**src/lrr_pkg.sv**
```systemverilog
// Shared types and constants for the lossless residual / RDPCM block.
// No dependencies; imported by the channel interfaces and the top level.
`default_nettype none

package lrr_pkg;

    // Fixed field widths of the pixel and result words, the control fields and the APB port
    localparam int PIX_W  = 10;
    localparam int RES_W  = 11;
    localparam int COEF_W = 12;
    localparam int DIR_W  = 2;
    localparam int LOG2_W = 3;
    localparam int APB_DW = 32;
    localparam int APB_AW = 3;

    // Configuration register index (byte address divided by four)
    localparam logic REG_LOG2_BLOCK_WIDTH = 1'b0;

    // Reset value and minimum of the block width register
    localparam logic [LOG2_W-1:0] LOG2_RESET = 3'd2;
    localparam logic [LOG2_W-1:0] LOG2_MIN   = 3'd2;

    // RDPCM direction codes; code 3 behaves as none
    localparam logic [DIR_W-1:0] DIR_NONE = 2'd0;
    localparam logic [DIR_W-1:0] DIR_HORZ = 2'd1;
    localparam logic [DIR_W-1:0] DIR_VERT = 2'd2;

    // Word held between the input stage and the result register
    typedef struct packed {
        logic signed [RES_W-1:0]  resid;
        logic signed [COEF_W-1:0] coef_base;
        logic                     use_vert;
        logic [PIX_W-1:0]         recon;
        logic                     last;
        logic                     nonzero;
    } t_stage;

endpackage

`default_nettype wire

```
**src/lrr_if.sv**
```systemverilog
// Valid/ready channel interfaces for pixel words and result words.
// Depends on lrr_pkg for the field widths.
`default_nettype none

interface lrr_pix_if import lrr_pkg::*; ();
    logic             valid;
    logic             ready;
    logic [PIX_W-1:0] ref_pixel;
    logic [PIX_W-1:0] pred_pixel;
    logic [DIR_W-1:0] rdpcm_direction;

    modport source (output valid, ref_pixel, pred_pixel, rdpcm_direction, input ready);
    modport sink   (input valid, ref_pixel, pred_pixel, rdpcm_direction, output ready);
endinterface

interface lrr_res_if import lrr_pkg::*; ();
    logic                     valid;
    logic                     ready;
    logic signed [COEF_W-1:0] coefficient;
    logic [PIX_W-1:0]         recon_pixel;
    logic                     block_last;
    logic                     block_nonzero;

    modport source (output valid, coefficient, recon_pixel, block_last, block_nonzero,
                    input ready);
    modport sink   (input valid, coefficient, recon_pixel, block_last, block_nonzero,
                    output ready);
endinterface

`default_nettype wire

```
**src/lrr_ram.sv**
```systemverilog
// Generic single-write, single-read RAM with registered read data.
// No dependencies.
`default_nettype none

module lrr_ram #(
    parameter int WIDTH = 11,
    parameter int DEPTH = 64
) (
    input  wire                      i_clk,
    input  wire                      i_we,
    input  wire  [$clog2(DEPTH)-1:0] i_waddr,
    input  wire  [WIDTH-1:0]         i_wdata,
    input  wire                      i_re,
    input  wire  [$clog2(DEPTH)-1:0] i_raddr,
    output logic [WIDTH-1:0]         o_rdata
);

    logic [WIDTH-1:0] r_mem [DEPTH];

    // Write and read ports; a read at the same address returns the old word
    always_ff @(posedge i_clk) begin
        if (i_we) begin
            r_mem[i_waddr] <= i_wdata;
        end
        if (i_re) begin
            o_rdata <= r_mem[i_raddr];
        end
    end

endmodule

`default_nettype wire

```
**src/lossless_residual_rdpcm.sv**
```systemverilog
// Top level of the lossless residual path with implicit RDPCM.
// Depends on lrr_pkg, lrr_pix_if / lrr_res_if and lrr_ram (row-above buffer).
//
//   channel   direction  handshake      word
//   i_pix     in         valid/ready    ref_pixel, pred_pixel, rdpcm_direction
//   o_res     out        valid/ready    coefficient, recon_pixel, block_last/nonzero
//   APB       in         psel/penable   log2_block_width at byte address 0
//
// One word per cycle sustained while o_res.ready stays high; each word is held in the
// input stage register and then in the result register before o_res.valid rises.
// The line buffer read is issued at acceptance and its data is used as the word
// leaves the input stage, which sets the two-stage pipeline. Reset is synchronous,
// active low, and restarts the block at raster position zero; the line buffer needs
// no clearing since row zero never reads it. A stalled result holds the output
// register; the input stage keeps accepting while the result register can drain.
`default_nettype none

module lossless_residual_rdpcm
    import lrr_pkg::*;
#(
    parameter int MAX_WIDTH = 64,
    parameter int BIT_DEPTH = 10
) (
    input  wire               i_clk,
    input  wire               i_rst_n,
    lrr_pix_if.sink           i_pix,
    lrr_res_if.source         o_res,
    input  wire               psel,
    input  wire               penable,
    input  wire               pwrite,
    input  wire  [APB_AW-1:0] paddr,
    input  wire  [APB_DW-1:0] pwdata,
    output logic [APB_DW-1:0] prdata,
    output logic              pready
);

    localparam int LOG2_MAX = $clog2(MAX_WIDTH + 1) - 1;
    localparam int POS_W    = LOG2_MAX;
    localparam int DEPTH    = 1 << POS_W;
    localparam logic [PIX_W-1:0] PIX_MASK =
        (BIT_DEPTH >= PIX_W) ? {PIX_W{1'b1}} : PIX_W'((1 << BIT_DEPTH) - 1);
    localparam logic [LOG2_W-1:0] LOG2_TOP = LOG2_W'(LOG2_MAX);

    logic [LOG2_W-1:0]       r_log2;
    logic [POS_W-1:0]        r_col, r_row;
    logic signed [RES_W-1:0] r_left;
    logic                    r_any;
    logic                    r_s1_valid;
    t_stage                  r_s1;
    logic                    r_out_valid;
    logic signed [COEF_W-1:0] r_out_coef;
    logic [PIX_W-1:0]        r_out_recon;
    logic                    r_out_last, r_out_nonzero;

    logic                    cfg_wr, acc, out_free, s1_adv;
    logic [LOG2_W-1:0]       eff_log2;
    logic [POS_W-1:0]        last_pos;
    logic [PIX_W-1:0]        refp, predp;
    logic signed [RES_W-1:0] resid;
    logic [RES_W-1:0]        above;
    logic                    col_last, row_last;
    t_stage                  n_s1;
    logic signed [COEF_W-1:0] n_coef;

    // Configuration port
    assign pready = 1'b1;
    assign cfg_wr = psel && penable && pwrite && (paddr[2] == REG_LOG2_BLOCK_WIDTH);
    assign prdata = (paddr[2] == REG_LOG2_BLOCK_WIDTH) ?
                    {{(APB_DW-LOG2_W){1'b0}}, r_log2} : '0;

    always_ff @(posedge i_clk) begin
        if (!i_rst_n) begin
            r_log2 <= LOG2_RESET;
        end else if (cfg_wr) begin
            r_log2 <= pwdata[LOG2_W-1:0];
        end
    end

    // Clamp the width to the supported range and form the last position
    always_comb begin
        if (r_log2 < LOG2_MIN) begin
            eff_log2 = LOG2_MIN;
        end else if (r_log2 > LOG2_TOP) begin
            eff_log2 = LOG2_TOP;
        end else begin
            eff_log2 = r_log2;
        end
        last_pos = POS_W'((7'd1 << eff_log2) - 7'd1);
    end

    // Handshake: the input stage moves whenever the result register can take it
    assign out_free    = !r_out_valid || o_res.ready;
    assign s1_adv      = r_s1_valid && out_free;
    assign i_pix.ready = !r_s1_valid || out_free;
    assign acc         = i_pix.valid && i_pix.ready;

    // Residual and the horizontal / plain coefficient at acceptance
    always_comb begin
        refp     = i_pix.ref_pixel & PIX_MASK;
        predp    = i_pix.pred_pixel & PIX_MASK;
        resid    = $signed({1'b0, refp}) - $signed({1'b0, predp});
        col_last = (r_col == last_pos);
        row_last = (r_row == last_pos);

        n_s1.resid    = resid;
        n_s1.recon    = refp;
        n_s1.last     = col_last && row_last;
        n_s1.nonzero  = col_last && row_last && (r_any || (resid != '0));
        n_s1.use_vert = (i_pix.rdpcm_direction == DIR_VERT) && (r_row != '0);
        if ((i_pix.rdpcm_direction == DIR_HORZ) && (r_col != '0)) begin
            n_s1.coef_base = COEF_W'(resid) - COEF_W'(r_left);
        end else begin
            n_s1.coef_base = COEF_W'(resid);
        end
    end

    // Raster position, left residual and nonzero flag
    always_ff @(posedge i_clk) begin
        if (!i_rst_n || cfg_wr) begin
            r_col  <= '0;
            r_row  <= '0;
            r_left <= '0;
            r_any  <= 1'b0;
        end else if (acc) begin
            r_left <= resid;
            if (col_last && row_last) begin
                r_col <= '0;
                r_row <= '0;
                r_any <= 1'b0;
            end else begin
                r_any <= r_any || (resid != '0);
                if (col_last) begin
                    r_col <= '0;
                    r_row <= r_row + 1'b1;
                end else begin
                    r_col <= r_col + 1'b1;
                end
            end
        end
    end

    // Row-above residuals: read the old word and write the new one at acceptance
    lrr_ram #(
        .WIDTH (RES_W),
        .DEPTH (DEPTH)
    ) u_line (
        .i_clk   (i_clk),
        .i_we    (acc),
        .i_waddr (r_col),
        .i_wdata (resid),
        .i_re    (acc),
        .i_raddr (r_col),
        .o_rdata (above)
    );

    // Input stage register
    always_ff @(posedge i_clk) begin
        if (!i_rst_n) begin
            r_s1_valid <= 1'b0;
        end else if (acc) begin
            r_s1_valid <= 1'b1;
        end else if (s1_adv) begin
            r_s1_valid <= 1'b0;
        end
    end

    always_ff @(posedge i_clk) begin
        if (acc) begin
            r_s1 <= n_s1;
        end
    end

    // Vertical difference against the buffered row
    assign n_coef = r_s1.use_vert ?
                    (COEF_W'(r_s1.resid) - COEF_W'($signed(above))) : r_s1.coef_base;

    // Result register
    always_ff @(posedge i_clk) begin
        if (!i_rst_n) begin
            r_out_valid <= 1'b0;
        end else if (s1_adv) begin
            r_out_valid <= 1'b1;
        end else if (o_res.ready) begin
            r_out_valid <= 1'b0;
        end
    end

    always_ff @(posedge i_clk) begin
        if (s1_adv) begin
            r_out_coef    <= n_coef;
            r_out_recon   <= r_s1.recon;
            r_out_last    <= r_s1.last;
            r_out_nonzero <= r_s1.nonzero;
        end
    end

    assign o_res.valid         = r_out_valid;
    assign o_res.coefficient   = r_out_coef;
    assign o_res.recon_pixel   = r_out_recon;
    assign o_res.block_last    = r_out_last;
    assign o_res.block_nonzero = r_out_nonzero;

endmodule

`default_nettype wire
```
**src/flat_wrapper.sv**
```systemverilog
// flat-port wrapper written by rule: the top's interface ports become plain ports
module lossless_residual_rdpcm_flat import lrr_pkg::*;
#(
    parameter int MAX_WIDTH = 64,
    parameter int BIT_DEPTH = 10
)
  (i_clk, i_rst_n, psel, penable, pwrite, paddr, pwdata, prdata, pready, i_pix_valid, i_pix_ref_pixel, i_pix_pred_pixel, i_pix_rdpcm_direction, i_pix_ready, o_res_valid, o_res_coefficient, o_res_recon_pixel, o_res_block_last, o_res_block_nonzero, o_res_ready);
  lrr_pix_if i_pix_i ();
  lrr_res_if o_res_i ();
  input  wire i_clk;
  input  wire i_rst_n;
  input  wire psel;
  input  wire penable;
  input  wire pwrite;
  input  wire  [APB_AW-1:0] paddr;
  input  wire  [APB_DW-1:0] pwdata;
  output logic [APB_DW-1:0] prdata;
  output logic pready;
  input wire logic [$bits(i_pix_i.valid)-1:0] i_pix_valid;
  input wire logic [$bits(i_pix_i.ref_pixel)-1:0] i_pix_ref_pixel;
  input wire logic [$bits(i_pix_i.pred_pixel)-1:0] i_pix_pred_pixel;
  input wire logic [$bits(i_pix_i.rdpcm_direction)-1:0] i_pix_rdpcm_direction;
  output wire logic [$bits(i_pix_i.ready)-1:0] i_pix_ready;
  output wire logic [$bits(o_res_i.valid)-1:0] o_res_valid;
  output wire logic [$bits(o_res_i.coefficient)-1:0] o_res_coefficient;
  output wire logic [$bits(o_res_i.recon_pixel)-1:0] o_res_recon_pixel;
  output wire logic [$bits(o_res_i.block_last)-1:0] o_res_block_last;
  output wire logic [$bits(o_res_i.block_nonzero)-1:0] o_res_block_nonzero;
  input wire logic [$bits(o_res_i.ready)-1:0] o_res_ready;
  assign i_pix_i.valid = i_pix_valid;
  assign i_pix_i.ref_pixel = i_pix_ref_pixel;
  assign i_pix_i.pred_pixel = i_pix_pred_pixel;
  assign i_pix_i.rdpcm_direction = i_pix_rdpcm_direction;
  assign i_pix_ready = i_pix_i.ready;
  assign o_res_valid = o_res_i.valid;
  assign o_res_coefficient = o_res_i.coefficient;
  assign o_res_recon_pixel = o_res_i.recon_pixel;
  assign o_res_block_last = o_res_i.block_last;
  assign o_res_block_nonzero = o_res_i.block_nonzero;
  assign o_res_i.ready = o_res_ready;
  lossless_residual_rdpcm #(.MAX_WIDTH(MAX_WIDTH), .BIT_DEPTH(BIT_DEPTH)) u_core (.i_clk(i_clk), .i_rst_n(i_rst_n), .i_pix(i_pix_i), .o_res(o_res_i), .psel(psel), .penable(penable), .pwrite(pwrite), .paddr(paddr), .pwdata(pwdata), .prdata(prdata), .pready(pready));
endmodule
```
**config.mk**
```make
export PLATFORM = sky130hd
export DESIGN_NAME = lossless_residual_rdpcm_flat
export DESIGN_NICKNAME = d
export VERILOG_FILES = /design/src/lrr_pkg.sv /design/src/lrr_if.sv /design/src/lrr_ram.sv /design/src/lossless_residual_rdpcm.sv /design/src/flat_wrapper.sv
export SDC_FILE = /design/constraint.sdc
export NUM_CORES = 1
export LEC_CHECK = 0
export ABC_AREA = 1
export BUFFER_PORTS_ARGS = -buffer_cell sky130_fd_sc_hd__buf_4
export CORE_MARGIN = 2
export CORE_UTILIZATION = 55
export CTS_CLUSTER_SIZE = 30
export DETAILED_ROUTE_END_ITERATION = 10
export PLACE_DENSITY = 0.69
export SLEW_MARGIN = 10
export SYNTH_ARGS = -nofsm -noshare
export SYNTH_HDL_FRONTEND = slang
export SYNTH_SLANG_ARGS = --single-unit
```
**constraint.sdc**
```tcl
create_clock -name i_clk -period 9.7 [get_ports i_clk]
set_input_delay 2.91 -clock i_clk [delete_from_list [all_inputs] [get_ports i_clk]]
set_output_delay 2.91 -clock i_clk [all_outputs]
set_load 0.02 [all_outputs]
```
==> metrics.txt, run 1 <==
crit path capture type=register; Syn Inst Count=2357; yosys warns=0; post-synthesis sequential area ratio=74.7%; Chip Height=245 um; skew final=0.0182 ns; DR vias=19600; number of flip-flops and latches in the synthesized netlist=804; Hold Crit Class=register to register; Tightest Pin Transition=1.30 ns; timing-limited maximum frequency=0.154 GHz; maximum number of pins on one net before global-route repair=71; Synth Cell Area=31900 um^2; number of I/O port buffers=61; Comb pwr share=9.2%; share of cells above drive strength 1=11.3%; finished layout cell area=36000 um^2; final-report setup violation count=0; global-route wire length before repair=118000 um; startpoint class of the critical path=input port; clk root buf=sky130_fd_sc_hd__clkbuf_16; Sw Share=23.2%; starting density of the core=55.5%; maximum buffer depth of the clock tree=3; Flop pwr share=51.2%; pins over their slew limit=0; most common cell after layout, fill and taps aside=sky130_fd_sc_hd__edfxtp_1; number of enable flip-flop cells after synthesis=775; number of H-tree levels=3; number of cell rows=88; endpoints failing hold=0; filler instances=4231; die outline width=245 um; antenna-violating nets left=0; layout net count=2575; routed length per placed instance=24.0 um; CTS clock-pin slew for the worst setup and hold paths=0.06 ns; setup fix buffers added after clock tree synthesis=0; P_int=6.03 mW; cell count after placement=3153; Setup TNS Final=0 ns; global-route total usage across every layer=26.6%; Crit-path slowest cell=sky130_fd_sc_hd__clkinv_2; relative max-transition margin=13.3%; final antenna diode count=0; Worst VDD drop=0.000154 V; Resized cells post-CTS=0; via count normalized by instance count=5.94; Finished Layout Cells=3297; clock tree from TritonCTS=built; Top-Level Pins=123; insertion delay to the later sink of the worst-skew pair=0.62 ns; arrival time worst endpoint=6.85 ns; power density relative to cell area=218 nW/um^2; most repeated library cell on the critical path=sky130_fd_sc_hd__nand2_1; result of the run=finished, final reports clean; worst path buffer plus inverter count=3; most instantiated flip-flop cell in the synthesis netlist=sky130_fd_sc_hd__edfxtp_1; most used cells in the layout excluding fill and tap cells=775 x sky130_fd_sc_hd__edfxtp_1, 566 x sky130_fd_sc_hd__nand2_1, 141 x sky130_fd_sc_hd__inv_1; maximum fanout count along the critical path=67; unrepaired setup endpoints after global routing=false; Worst Path Class, Setup=input port to register; area of the placeable core=57600 um^2; cells traversed along the worst timing path=buf_4 -> inv_1 -> ha_1 -> nand2_1 -> nand2_1 -> o21bai_1 -> xnor2_1 -> clkinv_2 -> ha_1 -> nand2_1 -> o21ai_0 -> nor2_1 -> nor2_1 -> nand3_1 -> nand2_1 -> nand2_1 -> nand2_1 -> nand3_1 -> nand2_1 -> nand2_1 -> nand2_1 -> nand2_1; data required time of the critical path=10.06 ns; NetSw=1.82 mW; leakage component of the power=12.7 nW; final worst path period need=6.48 ns; gr ovfl total=0; First DRT Iteration DRCs=2031; distinct cell type count after synthesis=49; detailed-placement wirelength estimate=45100 um; share of synthesized flip-flops with an asynchronous set or reset=0%; power share of the clock group=39.6%; Slowest Stage Delay on Critical Path=0.89 ns; Pre-Repair DR Iteration Count=6; Routed WL=79000 um; final worst-path cycle share=66.8%; Top delay family on crit path=adder cells; die footprint=60000 um^2; Final Wtd Congestion=0.859; number of antenna violations at the first check in global routing=0; number of buffers created by CTS=82; maxcap violations=0; vias in the first global route=19100; post-place instance area=33300 um^2; Pwr Total=7.85 mW; Area Growth Syn to Fin=12.6%; Avg Inst Size Synth=13.6 um^2; Clock Sink Count=804; DRC violations left=0; CTS Hold Bufs=0
synthesized netlist by cell type (all sizes together) (4+ instances only):
| cell type | n | area [um^2] |
|---|---|---|
| edfxtp | 775 | 23300 |
| nand2 | 569 | 2140 |
| inv | 160 | 601 |
| nor2 | 127 | 477 |
| a22oi | 103 | 773 |
| nand4 | 90 | 569 |
| buf | 84 | 534 |
| o21ai | 59 | 295 |
| a21oi | 52 | 260 |
| a221oi | 50 | 507 |
| nand3 | 47 | 260 |
| clkbuf | 36 | 135 |
| ha | 36 | 450 |
| dfxtp | 29 | 581 |
| a22o | 22 | 193 |
| and3 | 18 | 113 |
| xor2 | 15 | 139 |
| nor3 | 13 | 70.1 |
| o211ai | 10 | 75.1 |
| xnor2 | 9 | 78.8 |
| o2bb2ai | 8 | 70.1 |
| o31ai | 8 | 60.1 |
| a211oi | 5 | 37.5 |
| nor4 | 5 | 31.3 |
| a21o | 4 | 30.0 |
area by class of cell:
type	instances	area (um^2)	area share (%)
clock buffers	92	2130	5.93
clock inverters	52	509	1.42
inverters	162	616	1.71
multi-input cells	1301	7000	19.5
flip-flops and latches	804	23900	66.3
well taps	765	957	2.66
repair buffers	121	908	2.53
power groups by stage:
stage	Sequential, mW	Clock, mW	Combinational (mW)
after floorplan	4.10	0	0.441
after global placement	4.09	0	0.688
after detailed placement	4.10	0	0.711
after CTS	4.02	3.14	0.715
after global routing	4.03	3.27	0.789
final	4.02	3.11	0.720
stage by stage:
stage          hold WS (ns)  setup slack [ns]  util, %
2_1_floorplan         0.400              2.39        -
3_3_place_gp          0.404              2.82     57.9
3_5_place_dp          0.406              2.78     57.9
4_1_cts               0.420              3.38     62.4
5_1_grt               0.423              2.88     62.5
6_report              0.418              3.22     62.5
routing by layer:
layer	routed length [um]	global-route usage, %
met5	0	0
met4	2180	8.61
met3	6970	4.66
met1	31400	36.0
met2	38500	44.1
flip-flops by register name, summed over array words and instances, names as in the netlist, 3 cells and up:
| signal | flops |
|---|---|
| u_core.o_res.coefficient | 12 |
| u_core.o_res.recon_pixel | 10 |
| u_core.r_col | 6 |
| u_core.r_left | 11 |
| u_core.r_log2 | 3 |
| u_core.r_row | 6 |
| u_core.r_s1 | 36 |
| u_core.u_line.o_rdata | 11 |
| u_core.u_line.r_mem | 704 |
path summary, 6_finish.rpt:
check	startpoint	to	slack [ns]	cells past startpoint
min	u_core.r_s1[10]	u_core.o_res.recon_pixel[8]	0.42	0
min reg2reg	u_core.r_s1[10]	u_core.o_res.recon_pixel[8]	0.42	0
max	i_pix_pred_pixel[2]	u_core.r_s1[24]	3.22	22
max reg2reg	u_core.r_col[2]	u_core.u_line.r_mem[50][5]	5.78	6
cell families after synthesis:
kind of cell / share of synthesized area [%]
simple gates: 11.5
flops: 74.7
compound gates: 7.50
buf+inv: 4.00
fa+ha+maj: 1.60
xor+xnor: 0.682
other cells: 0.0235
(Power assumes the default switching activity.)
==> run 2, diff against run 1 <==
--- a/config.mk
+++ b/config.mk
@@ -5,7 +5,7 @@
 export SDC_FILE = /design/constraint.sdc
 export NUM_CORES = 1
 export LEC_CHECK = 0
-export ABC_AREA = 1
+export ABC_AREA = 0
 export BUFFER_PORTS_ARGS = -buffer_cell sky130_fd_sc_hd__buf_4
 export CORE_MARGIN = 2
 export CORE_UTILIZATION = 55
==> constraint.sdc (replaced) <==
create_clock -name i_clk -period 6.5 [get_ports i_clk]
set_input_delay 1.95 -clock i_clk [delete_from_list [all_inputs] [get_ports i_clk]]
set_output_delay 1.95 -clock i_clk [all_outputs]
set_load 0.02 [all_outputs]
==> metrics.txt, run 2 <==
result of the run=finished, final reports clean; share of cells above drive strength 1=16.6%; gr ovfl total=0; worst slack at placement=0.837 ns; maxcap violations=0; maximum fanout count along the critical path=4; source of the critical timing path=i_pix_ref_pixel[3]; top cells by area, synth=sky130_fd_sc_hd__edfxtp_1 72%, sky130_fd_sc_hd__a221oi_1 2.2%, sky130_fd_sc_hd__mux4_2 2.2%, sky130_fd_sc_hd__nor2_1 2.0%, sky130_fd_sc_hd__a22oi_1 2.0%; Worst Path Class, Setup=input port to register; power density relative to cell area=318 nW/um^2; Routed WL=85800 um; worst hold path depth=0; Avg Inst Size Synth=15.9 um^2; worst reg2reg startpoint=u_core.r_col[1]; pins over their slew limit=0; cells traversed along the worst timing path=buf_4 -> ha_1 -> o21a_1 -> o21ai_0 -> a21oi_1 -> o21ai_0 -> nand2b_1 -> xor2_4 -> ha_1 -> and2_1 -> a22o_1 -> a311oi_1 -> maj3_1 -> xnor2_1 -> nand2_1 -> xnor2_1; most instantiated flip-flop cell in the synthesis netlist=sky130_fd_sc_hd__edfxtp_1; global-route wire length before repair=124000 um; final-report setup violation count=0; Tightest Pin Transition=1.29 ns; clk root buf=sky130_fd_sc_hd__clkbuf_16; final worst-path cycle share=78.3%; most common cell after layout, fill and taps aside=sky130_fd_sc_hd__edfxtp_1; area of the placeable core=57900 um^2; DR vias=19500; worst hold endpoint=u_core.o_res.recon_pixel[5]; number of flip-flops in the largest register=704; setup fix buffers added after clock tree synthesis=0; Slowest Stage Delay on Critical Path=0.42 ns; cell with the most instances after synthesis=sky130_fd_sc_hd__edfxtp_1; finished layout cell area=36400 um^2; relative max-transition margin=13.5%; distinct cell type count after synthesis=68; top cell type by total area after synthesis=sky130_fd_sc_hd__edfxtp_1; final worst path period need=5.09 ns; maximum number of pins on one net before global-route repair=69; number of antenna violations at the first check in global routing=2; CTS Hold Bufs=0; number of H-tree levels=3; most used cells in the layout excluding fill and tap cells=775 x sky130_fd_sc_hd__edfxtp_1, 169 x sky130_fd_sc_hd__nor2_1, 156 x sky130_fd_sc_hd__buf_4; Pre-Repair DR Iteration Count=6; Area Growth Syn to Fin=12.9%; insertion delay to the later sink of the worst-skew pair=0.63 ns; list of most frequent post-synthesis cells=775 x sky130_fd_sc_hd__edfxtp_1, 175 x sky130_fd_sc_hd__nor2_1, 90 x sky130_fd_sc_hd__a21oi_1; maximum buffer depth of the clock tree=3; crit path capture type=register; Clock Sink Count=804; setup slack of the worst register-to-register path=2.00 ns; starting density of the core=55.7%; die footprint=60700 um^2; number of flip-flops and latches in the synthesized netlist=804; startpoint class of the critical path=input port; number of buffers created by CTS=80; Crit-path slowest cell=sky130_fd_sc_hd__ha_1; number of cell rows=88; global-route total usage across every layer=28.4%; routed length per placed instance=28.8 um; die outline width=246 um; CTS clock-pin slew for the worst setup and hold paths=0.06 ns; arrival time worst endpoint=5.44 ns; Chip Height=246 um; Hold Crit Class=register to register; post-synthesis sequential area ratio=73.9%; clock tree from TritonCTS=built; timing-limited maximum frequency=0.197 GHz; Setup TNS Final=0 ns; number of enable flip-flop cells after synthesis=775; Final Wtd Congestion=0.883; via count normalized by instance count=6.53; yosys warns=0; endpoints failing hold=0; antenna-violating nets left=0; First DRT Iteration DRCs=2810; vias in the first global route=18700; layout net count=2259; Worst VDD drop=0.000263 V; destination of the worst register-to-register timing path=u_core.u_line.o_rdata[2]; DRC violations left=0; final antenna diode count=0; unrepaired setup endpoints after global routing=false; share of synthesized flip-flops with an asynchronous set or reset=0%; number of cell instances on the worst register-to-register path=11; post-synth top area share=72.1%; Resized cells post-CTS=0; Top reg by flops=u_core.u_line.r_mem; data required time of the critical path=6.85 ns; Worst Min Path Start=u_core.r_s1[7]; number of I/O port buffers=61; leakage component of the power=11.9 nW; post-place instance area=34000 um^2; Syn Inst Count=2030; Top-Level Pins=123; fin worst setup slack=1.41 ns; skew final=0.0290 ns; detailed-placement wirelength estimate=50100 um; Synth Cell Area=32300 um^2
[run 2: through the flow]
| stage | power [mW] | cells | utilization (%) | hold WS (ns) |
|---|---|---|---|---|
| after floorplan | 6.84 | 2060 | - | 0.400 |
| after global placement | 7.29 | 2839 | 58.7 | 0.404 |
| after detailed placement | 7.32 | 2839 | 58.7 | 0.407 |
| after CTS | 11.6 | 2982 | 62.9 | 0.422 |
| after global routing | 11.9 | 2982 | 62.9 | 0.432 |
| final | 11.6 | 2982 | 62.9 | 0.420 |
[run 2: routing by layer]
| layer | vias to the layer above | wire length, um | GRT usage [%] |
|---|---|---|---|
| met5 | - | 0 | 0 |
| met4 | 0 | 4100 | 12.8 |
| met3 | 241 | 9860 | 6.06 |
| met1 | 9731 | 32400 | 39.1 |
| met2 | 1288 | 39500 | 44.0 |
| li1 | 8215 | - | - |
[run 2: layout make-up]
class                      instances  area [um^2]
clock inverter                    36          269
sequential                       804        23900
inverter                          52          195
clock buffer                     107         2170
fill                            4135        21500
multi-input combinational       1062         7810
timing repair buffer             156         1170
tap                              765          957
[run 2: critical path, delay by kind of cell]
| family | cells | cell delay (ns) |
|---|---|---|
| AOI/OAI and AO/OA | 6 | 1.29 |
| and+or+nand+nor | 3 | 0.56 |
| adders and majority gates | 3 | 1.01 |
| xor gates and xnor gates | 3 | 0.49 |
| buffers and inverters | 1 | 0.12 |
[run 2: how the worst max path moves through the flow]
stage | slack (ns) | end | cells past startpoint
global placement | 0.96 | u_core.r_s1[22] | 16
global route | 1.20 | u_core.r_s1[22] | 17
CTS | 1.46 | u_core.r_s1[22] | 16
floorplan | 0.31 | u_core.r_s1[23] | 14
finish | 1.41 | u_core.r_s1[22] | 16
detailed placement | 0.84 | u_core.r_s1[22] | 16
[run 2: power breakdown]
group	total [mW]	switching, mW	internal, mW
combinational	1.22	0.861	0.360
sequential	6.02	0.0421	5.98
clock	4.35	1.89	2.46
[run 2: cell families (layout without fill, tap and decap cells)]
family                     count (synthesis)  after routing  share of synthesized area (%)
AOI/OAI and AO/OA                        446            446                           9.89
DFF                                      804            804                           73.9
adders and majority gates                 41             41                           1.64
muxes                                    140            140                           5.72
other                                      2             32                         0.0233
and+or+nand+nor                          363            363                           5.03
buffers and inverters                    194            351                           2.72
xor gates and xnor gates                  40             40                           1.09
